File: src/hdl/tle_pkg.sv
// ----------------------------------------------------------------------------
// tle_pkg
// Shared types and constants of the terminal line editor.
// ----------------------------------------------------------------------------
package tle_pkg;

    localparam logic [7:0] C_BS      = 8'h08;
    localparam logic [7:0] C_DEL     = 8'h7F;
    localparam logic [7:0] C_CR      = 8'h0D;
    localparam logic [7:0] C_LF      = 8'h0A;
    localparam logic [7:0] C_SP      = 8'h20;
    localparam logic [7:0] C_CARET   = 8'h5E;
    localparam logic [7:0] C_MARK_C  = 8'h43;
    localparam logic [7:0] C_MARK_BS = 8'h5C;
    localparam logic [7:0] C_MARK_Z  = 8'h5A;

    localparam int CFG_IDX_W = 3;
    localparam logic [CFG_IDX_W-1:0] CFG_CANON = 3'd0;
    localparam logic [CFG_IDX_W-1:0] CFG_ECHO  = 3'd1;
    localparam logic [CFG_IDX_W-1:0] CFG_SIG   = 3'd2;
    localparam logic [CFG_IDX_W-1:0] CFG_INTR  = 3'd3;
    localparam logic [CFG_IDX_W-1:0] CFG_QUIT  = 3'd4;
    localparam logic [CFG_IDX_W-1:0] CFG_SUSP  = 3'd5;

    localparam logic [1:0] SIG_INTR = 2'd0;
    localparam logic [1:0] SIG_QUIT = 2'd1;
    localparam logic [1:0] SIG_SUSP = 2'd2;

    typedef enum logic [1:0] {
        K_ECHO  = 2'd0,
        K_SIG   = 2'd1,
        K_READ  = 2'd2,
        K_EMPTY = 2'd3
    } t_kind;

    typedef enum logic [2:0] {
        D_RAW    = 3'd0,
        D_MAPPED = 3'd1,
        D_CARET  = 3'd2,
        D_MARK   = 3'd3,
        D_LF     = 3'd4,
        D_BS     = 3'd5,
        D_SP     = 3'd6,
        D_RING   = 3'd7
    } t_dsel;

    typedef struct packed {
        logic  load;
        logic  emit;
        t_kind kind;
        t_dsel dsel;
        logic  last;
        logic  line_wr;
        logic  len_dec;
        logic  len_clr;
        logic  idx_clr;
        logic  line_rd;
        logic  idx_inc;
        logic  pbyte_rx;
        logic  ring_rd;
        logic  pop;
        logic  push;
    } t_cmd;

    typedef struct packed {
        logic op;
        logic sig_hit;
        logic is_erase;
        logic canon;
        logic echo_en;
        logic line_empty;
        logic is_lf;
        logic idx_done;
        logic readable;
        logic ring_full;
        logic out_free;
    } t_status;

endpackage

File: src/hdl/tle_ctrl.sv
// ----------------------------------------------------------------------------
// tle_ctrl
// Sequencer: decodes an item and steps echo, ring and commit operations.
// ----------------------------------------------------------------------------
module tle_ctrl
    import tle_pkg::*;
(
    input  logic    i_clk,
    input  logic    i_rst_n,
    input  logic    i_valid,
    output logic    o_ready,
    input  t_status i_st,
    output t_cmd    o_cmd
);
    typedef enum logic [3:0] {
        S_IDLE, S_DEC, S_RD1, S_EMPTY, S_SIG0, S_SIG1, S_SIG2, S_SIG3,
        S_ERA0, S_ERA1, S_ERA2, S_PCHK, S_PWR, S_ECHO, S_CLRD, S_CLLD
    } t_state;

    t_state r_state, n_state;
    logic   r_commit, n_commit;
    t_cmd   c;

    always_comb begin
        c        = '0;
        c.kind   = K_ECHO;
        c.dsel   = D_RAW;
        n_state  = r_state;
        n_commit = r_commit;
        case (r_state)
            S_IDLE: begin
                if (i_valid) begin
                    c.load  = 1'b1;
                    n_state = S_DEC;
                end
            end
            S_DEC: begin
                if (i_st.op) begin
                    if (i_st.readable) begin
                        c.ring_rd = 1'b1;
                        n_state   = S_RD1;
                    end else begin
                        n_state = S_EMPTY;
                    end
                end else if (i_st.sig_hit) begin
                    n_state = i_st.echo_en ? S_SIG0 : S_SIG3;
                end else if (!i_st.canon) begin
                    c.pbyte_rx = 1'b1;
                    n_commit   = 1'b0;
                    n_state    = S_PCHK;
                end else if (i_st.is_erase) begin
                    if (!i_st.line_empty) begin
                        c.len_dec = 1'b1;
                        n_state   = i_st.echo_en ? S_ERA0 : S_IDLE;
                    end else begin
                        n_state = S_IDLE;
                    end
                end else begin
                    c.line_wr = 1'b1;
                    if (i_st.echo_en) begin
                        n_state = S_ECHO;
                    end else if (i_st.is_lf) begin
                        c.idx_clr = 1'b1;
                        n_commit  = 1'b1;
                        n_state   = S_CLRD;
                    end else begin
                        n_state = S_IDLE;
                    end
                end
            end
            S_RD1: begin
                c.kind = K_READ;
                c.dsel = D_RING;
                c.last = 1'b1;
                if (i_st.out_free) begin
                    c.emit  = 1'b1;
                    c.pop   = 1'b1;
                    n_state = S_IDLE;
                end
            end
            S_EMPTY: begin
                c.kind = K_EMPTY;
                c.last = 1'b1;
                if (i_st.out_free) begin
                    c.emit  = 1'b1;
                    n_state = S_IDLE;
                end
            end
            S_SIG0, S_SIG1, S_SIG2, S_ERA0, S_ERA1, S_ERA2: begin
                case (r_state)
                    S_SIG0:  c.dsel = D_CARET;
                    S_SIG1:  c.dsel = D_MARK;
                    S_SIG2:  c.dsel = D_LF;
                    S_ERA1:  c.dsel = D_SP;
                    default: c.dsel = D_BS;
                endcase
                c.last = (r_state == S_ERA2);
                if (i_st.out_free) begin
                    c.emit = 1'b1;
                    case (r_state)
                        S_SIG0:  n_state = S_SIG1;
                        S_SIG1:  n_state = S_SIG2;
                        S_SIG2:  n_state = S_SIG3;
                        S_ERA0:  n_state = S_ERA1;
                        S_ERA1:  n_state = S_ERA2;
                        default: n_state = S_IDLE;
                    endcase
                end
            end
            S_SIG3: begin
                c.kind = K_SIG;
                c.last = 1'b1;
                if (i_st.out_free) begin
                    c.emit  = 1'b1;
                    n_state = S_IDLE;
                end
            end
            S_PCHK: begin
                // fetch oldest byte in case the push overwrites it
                c.ring_rd = 1'b1;
                n_state   = S_PWR;
            end
            S_PWR: begin
                c.push = 1'b1;
                c.pop  = i_st.ring_full;
                if (r_commit) begin
                    n_state = S_CLRD;
                end else begin
                    n_state = i_st.echo_en ? S_ECHO : S_IDLE;
                end
            end
            S_ECHO: begin
                c.dsel = D_MAPPED;
                c.last = 1'b1;
                if (i_st.out_free) begin
                    c.emit = 1'b1;
                    if (i_st.is_lf) begin
                        c.idx_clr = 1'b1;
                        n_commit  = 1'b1;
                        n_state   = S_CLRD;
                    end else begin
                        n_state = S_IDLE;
                    end
                end
            end
            S_CLRD: begin
                if (i_st.idx_done) begin
                    c.len_clr = 1'b1;
                    n_state   = S_IDLE;
                end else begin
                    c.line_rd = 1'b1;
                    n_state   = S_CLLD;
                end
            end
            S_CLLD: begin
                c.idx_inc = 1'b1;
                n_state   = S_PCHK;
            end
            default: begin
                n_state = S_IDLE;
            end
        endcase
    end

    always_ff @(posedge i_clk) begin
        if (!i_rst_n) begin
            r_state  <= S_IDLE;
            r_commit <= 1'b0;
        end else begin
            r_state  <= n_state;
            r_commit <= n_commit;
        end
    end

    assign o_cmd   = c;
    assign o_ready = (r_state == S_IDLE);
endmodule

File: config.mk
export PLATFORM = sky130hd
export DESIGN_NAME = tle_ctrl
export DESIGN_NICKNAME = d
export VERILOG_FILES = /design/src/hdl/tle_pkg.sv /design/src/hdl/tle_ctrl.sv
export SDC_FILE = /design/constraint.sdc
export NUM_CORES = 1
export LEC_CHECK = 0
export ABC_AREA = 1
export BUFFER_PORTS_ARGS = -buffer_cell sky130_fd_sc_hd__buf_4
export CAP_MARGIN = 20
export CORE_MARGIN = 2
export CORE_UTILIZATION = 47
export DETAILED_ROUTE_END_ITERATION = 12
export PLACE_DENSITY = 0.79
export SLEW_MARGIN = 30
export SYNTH_ARGS = -nofsm -noshare
export SYNTH_HDL_FRONTEND = slang
export SYNTH_SLANG_ARGS = --single-unit
File: constraint.sdc
create_clock -name i_clk -period 1.7 [get_ports i_clk]
set_input_delay 0.085 -clock i_clk [delete_from_list [all_inputs] [get_ports i_clk]]
set_output_delay 0.085 -clock i_clk [all_outputs]
set_load 0.05 [all_outputs]
-- Word level (Yosys, flattened, before mapping)
Index checks and enable logic that the tools add are counted.
- bits in registers: 5
- bits of input ports: 14
- output and inout bits: 19
- word-level logic and storage cells: 97
- equal/unequal tests: 23
- mux-type cells: 64
- reductions and logical operators: 8
- operator list (operator ; number):
    $mux 4 ; 15
    $pmux 4 s9 ; 1
    $mux 1 ; 34
    $eq 4x4->1 const B ; 8
    $pmux 4 s5 ; 1
    $eq 4x3->1 const B ; 4
    $pmux 3 s4 ; 1
    $mux 2 ; 5
    $ne 2x2->1 const B ; 5
    $pmux 1 s2 ; 5
    $reduce_or 10->1 ; 1
    $pmux 3 s3 ; 1
    $eq 4x2->1 const B ; 2
    $ne 3x3->1 const B ; 2
    $pmux 2 s3 ; 1
    $reduce_and 6->1 ; 1
    $reduce_or 6->1 ; 1
    $eq 4x1->1 const B ; 1
    $logic_not 4->1 ; 1
    $reduce_and 4->1 ; 1
    $reduce_or 4->1 ; 1
    $reduce_or 3->1 ; 1
    $ne 2x1->1 const B ; 1
    $reduce_bool 2->1 ; 1

-- Longest topological paths before layout
- depth after elaboration: 7
- depth in mapped cells: 11
- gate-level depth less buffers: 10

-- Worst setup path after synthesis
OpenSTA, ideal clock, no wires.
- path type: register to output
- from: register r_state[3]
- to: output o_cmd[1] (netlist name)
- arrival time: 2.585 ns
- required time: 1.615 ns
- path slack: -0.970 ns
- cell stages (with the launch flop): 7
- buffers on the path: 1
- cells stage by stage: dfxtp_1 buf_6 nor2_1 inv_2 nor2_1 nand2_1 o21ai_0
- RTL lines (item ; RTL line ; source):
    start: declaration ; tle_ctrl.sv:20 ; t_state r_state, n_state;
    start signal: assignment ; tle_ctrl.sv:170 ; r_state <= n_state;
    end: declaration ; tle_ctrl.sv:13 ; output t_cmd o_cmd

==> impl_metrics.xml <==
<?xml version="1.0" encoding="UTF-8"?>
<metrics>
  <group name="run_status">
    <metric name="outcome" unit="">completed</metric>
  </group>
  <group name="sta">
    <metric name="hold_violations" unit="">0</metric>
    <metric name="worst_slew_margin_rel" unit="%">77.60</metric>
    <metric name="finalWorstPathRequiredPeriod" unit="ps">1654</metric>
    <metric name="setup_violations" unit="">0</metric>
    <metric name="timing.final.crit_share" unit="%">97.27</metric>
    <metric name="fin_setup_tns" unit="ps">0</metric>
    <metric name="clock.fmax" unit="MHz">604.7</metric>
    <metric name="tightest_slew" unit="ps">334.6</metric>
    <metric name="slew_viol_final" unit="">0</metric>
    <metric name="postLayoutSetupSlackWorst" unit="ps">46.37</metric>
    <metric name="worst_clock_skew" unit="ps">3.260</metric>
    <metric name="whs" unit="ps">86.17</metric>
    <metric name="grt_setup_unrepaired" unit="">yes</metric>
  </group>
  <group name="route">
    <metric name="route.final.wire_length" unit="um">2560</metric>
    <metric name="drtIter0Drc" unit="">47</metric>
    <metric name="drtAntennaViolNets" unit="">0</metric>
    <metric name="drc_errors" unit="">0</metric>
    <metric name="detail_route.first_pass.iterations" unit="">4</metric>
    <metric name="via_per_inst" unit="">5.276</metric>
    <metric name="vias" unit="">1050</metric>
    <metric name="post_dr_wirelength_cell" unit="um">12.86</metric>
  </group>
  <group name="critical_path">
    <metric name="cp_data_arrival_time" unit="ps">1570</metric>
    <metric name="cp_data_required_time" unit="ps">1620</metric>
    <metric name="timing.critical_path.to_type" unit="">primary output</metric>
    <metric name="worstPathCellList" unit="">nor2_4, inv_4, nor2_4, nand2_4, nor2_4, inv_2, nor3_4, buf_6</metric>
    <metric name="cp_slowest_stage_delay" unit="ps">360</metric>
    <metric name="bufs_and_invs_on_worst_path" unit="">3</metric>
    <metric name="crit_family" unit="">simple AND/OR/NAND/NOR gates</metric>
    <metric name="biggest_fanout_along_the_worst_timing_path" unit="">5</metric>
    <metric name="cp_common_cell" unit="">sky130_fd_sc_hd__nor2_4</metric>
    <metric name="cp-start-kind" unit="">flip-flop</metric>
    <metric name="slowest_stage_cell_on_the_critical_path" unit="">sky130_fd_sc_hd__dfxtp_4</metric>
    <metric name="timing.setup.critical_path_class" unit="">reg2out</metric>
  </group>
  <group name="synth">
    <metric name="dominantRegCellSynth" unit="">sky130_fd_sc_hd__dfxtp_1</metric>
    <metric name="yosysTopAreaCellShare" unit="%">24.39</metric>
    <metric name="post_synth_edffs" unit="">0</metric>
    <metric name="yosysMostFrequentCell" unit="">sky130_fd_sc_hd__nand2_1</metric>
    <metric name="synth_cells" unit="">142</metric>
    <metric name="ys_seq_area_share" unit="%">13.01</metric>
    <metric name="synth_commonest_cells" unit="">50 x sky130_fd_sc_hd__nand2_1, 17 x sky130_fd_sc_hd__nor2_1, 16 x sky130_fd_sc_hd__inv_1</metric>
    <metric name="total_number_of_yosys_warnings" unit="">0</metric>
    <metric name="post_synth_num_cell_types" unit="">24</metric>
    <metric name="synth.avg_cell_area" unit="um2">5.419</metric>
    <metric name="synth.net_count" unit="">156</metric>
    <metric name="async_flop_share" unit="%">0</metric>
    <metric name="synthTopCellsByArea" unit="">sky130_fd_sc_hd__nand2_1 24%, sky130_fd_sc_hd__dfxtp_1 13%, sky130_fd_sc_hd__nor2_1 8.3%</metric>
    <metric name="postSynthRegisterBits" unit="">5</metric>
    <metric name="post-synth-top-area-cell" unit="">sky130_fd_sc_hd__nand2_1</metric>
    <metric name="netlist_area_before_placement" unit="um2">769.5</metric>
  </group>
  <group name="grt">
    <metric name="grt_use_total" unit="%">27.21</metric>
    <metric name="grt-ovfl-total" unit="">0</metric>
    <metric name="first_pass_grt_wire_length" unit="um">4015</metric>
    <metric name="grt_antenna_before_repair" unit="">0</metric>
    <metric name="pin_count_of_the_biggest_net_entering_global_routing" unit="">10</metric>
    <metric name="first_global_vias" unit="">948</metric>
  </group>
  <group name="clocking">
    <metric name="cts_tree" unit="">yes</metric>
    <metric name="htree_num_levels" unit="">1</metric>
    <metric name="worst_skew_pair.late_latency" unit="ps">250</metric>
    <metric name="clkTransAtPathRegs" unit="ps">40</metric>
    <metric name="clk_root_buffer_cell" unit="">sky130_fd_sc_hd__clkbuf_4</metric>
    <metric name="number_of_clock_buffers_inserted_by_tritoncts" unit="">3</metric>
    <metric name="post_cts_hold_buffer_count" unit="">0</metric>
    <metric name="clock-sinks" unit="">5</metric>
    <metric name="clock_path_buffers" unit="">2</metric>
  </group>
  <group name="pwr">
    <metric name="power" unit="mW">1.995</metric>
    <metric name="power.static_leakage" unit="nW">0.6556</metric>
    <metric name="combinational_power_share" unit="%">80.3</metric>
    <metric name="p_switching" unit="mW">1.223</metric>
    <metric name="power_switching_share" unit="%">61.32</metric>
    <metric name="vdd.ir_drop.worst" unit="uV">1293</metric>
    <metric name="power_frac_clock" unit="%">7.1</metric>
    <metric name="powerDensity" unit="nW/um2">1700</metric>
    <metric name="share_seq_of_total_power" unit="%">12.6</metric>
    <metric name="internal-power" unit="mW">0.7718</metric>
  </group>
  <group name="placed_design">
    <metric name="detailedPlacementHpwl" unit="um">1873</metric>
    <metric name="pre_cts_ws" unit="ps">206.0</metric>
    <metric name="gp_congestion" unit="">0.9018</metric>
    <metric name="placement.cell_area" unit="um2">1052</metric>
    <metric name="port_buffers" unit="">32</metric>
  </group>
  <group name="die">
    <metric name="floorplan.initialDensity" unit="%">50.49</metric>
    <metric name="die-height" unit="um">44.46</metric>
    <metric name="die_area" unit="um2">1977</metric>
    <metric name="row_count" unit="">14</metric>
    <metric name="coreArea" unit="um2">1524</metric>
    <metric name="die_w" unit="um">44.46</metric>
    <metric name="boundaryPins" unit="">33</metric>
  </group>
  <group name="final_layout">
    <metric name="num-nets-final" unit="">198</metric>
    <metric name="area_delta_synth_final" unit="%">52.52</metric>
    <metric name="fraction_of_layout_instances_using_a_drive_strength_above_1" unit="%">42.08</metric>
    <metric name="num_antenna_cells" unit="">0</metric>
    <metric name="num-fill-cells" unit="">120</metric>
    <metric name="stdcell_area" unit="um2">1174</metric>
  </group>
  <group name="hold_path">
    <metric name="worst_hold_path_type" unit="">in2reg</metric>
  </group>
  <group name="run">
    <metric name="drv_cap" unit="">0</metric>
  </group>
</metrics>
## tightest hold or removal path, cell delays in order
cell and delay, ps:
sky130_fd_sc_hd__buf_4 120, sky130_fd_sc_hd__nand2_1 50, sky130_fd_sc_hd__nor2_1 30
## layout by cell type (no fill, tap or decap), drive strengths merged, types with 4 or more instances in the layout
cell	n
nor2	21
inv	21
nand2	59
nand3	10
buf	39
a21oi	4
clkbuf	4
o21ai	6
dfxtp	5
nor3	5
## routing by layer
layer | share of wire [%] | track usage, % | wire [um]
met1 | 42 | 32.60 | 1065
met2 | 51 | 48.99 | 1307
met3 | 6.5 | 5.714 | 166
met4 | 0.82 | 6.061 | 21
met5 | 0 | 0 | 0
## area by class of cell
type,instances,area [um2],share of cell area [%]
Multi-Input combinational cell,114,634.4,54.05
Timing Repair Buffer,39,296.5,25.27
Sequential cell,5,112.6,9.595
Inverter,21,83.83,7.143
Clock buffer,4,26.28,2.239
Tap cell,16,20.02,1.706
## registers in the layout, indices dropped and copies added, names as in the netlist
register and cells:
r_commit 1, r_state 4
## cells by family (layout without fill, tap and decap cells)
| kind of cell | Yosys count | count (layout) | synth area share (%) |
|---|---|---|---|
| simple gates | 97 | 97 | 60.65 |
| buf+inv | 23 | 64 | 13.01 |
| compound gates | 17 | 17 | 13.33 |
| flops | 5 | 5 | 13.01 |
## path summary, 6_finish.rpt
path                           start                      end  slack, ps  depth (start not counted)
max reg2reg  r_state[3]$_SDFFE_PN0P_  r_state[0]$_SDFFE_PN0P_         90                         10
max          r_state[3]$_SDFFE_PN0P_                 o_cmd[8]         50                          8
min reg2reg    r_commit$_SDFFE_PN0P_    r_commit$_SDFFE_PN0P_        510                          2
min                          i_rst_n  r_state[0]$_SDFFE_PN0P_         90                          3
## power by group through the flow
stage	Combinational (mW)	Sequential, mW	Clock [mW]
finish	1.60	0.252	0.141
global route	1.70	0.259	0.152
CTS	1.46	0.249	0.148
detailed placement	1.45	0.243	0
global placement	1.44	0.241	0
floorplan	1.17	0.196	0
## stage by stage
stage	util, %	instances
3_5_place_dp	69.05	188
3_3_place_gp	69.05	188
2_1_floorplan	-	142
5_1_grt	77.01	199
6_report	77.01	199
4_1_cts	71.43	192
## timing repair
| action | CTS | global route |
|---|---|---|
| buffers inserted | 0 | 7 |
| setup endpoints to repair | 3 | 3 |
| pin swaps | 0 | 4 |
| gates resized for setup | 5 | 10 |
(Power assumes the default switching activity.)
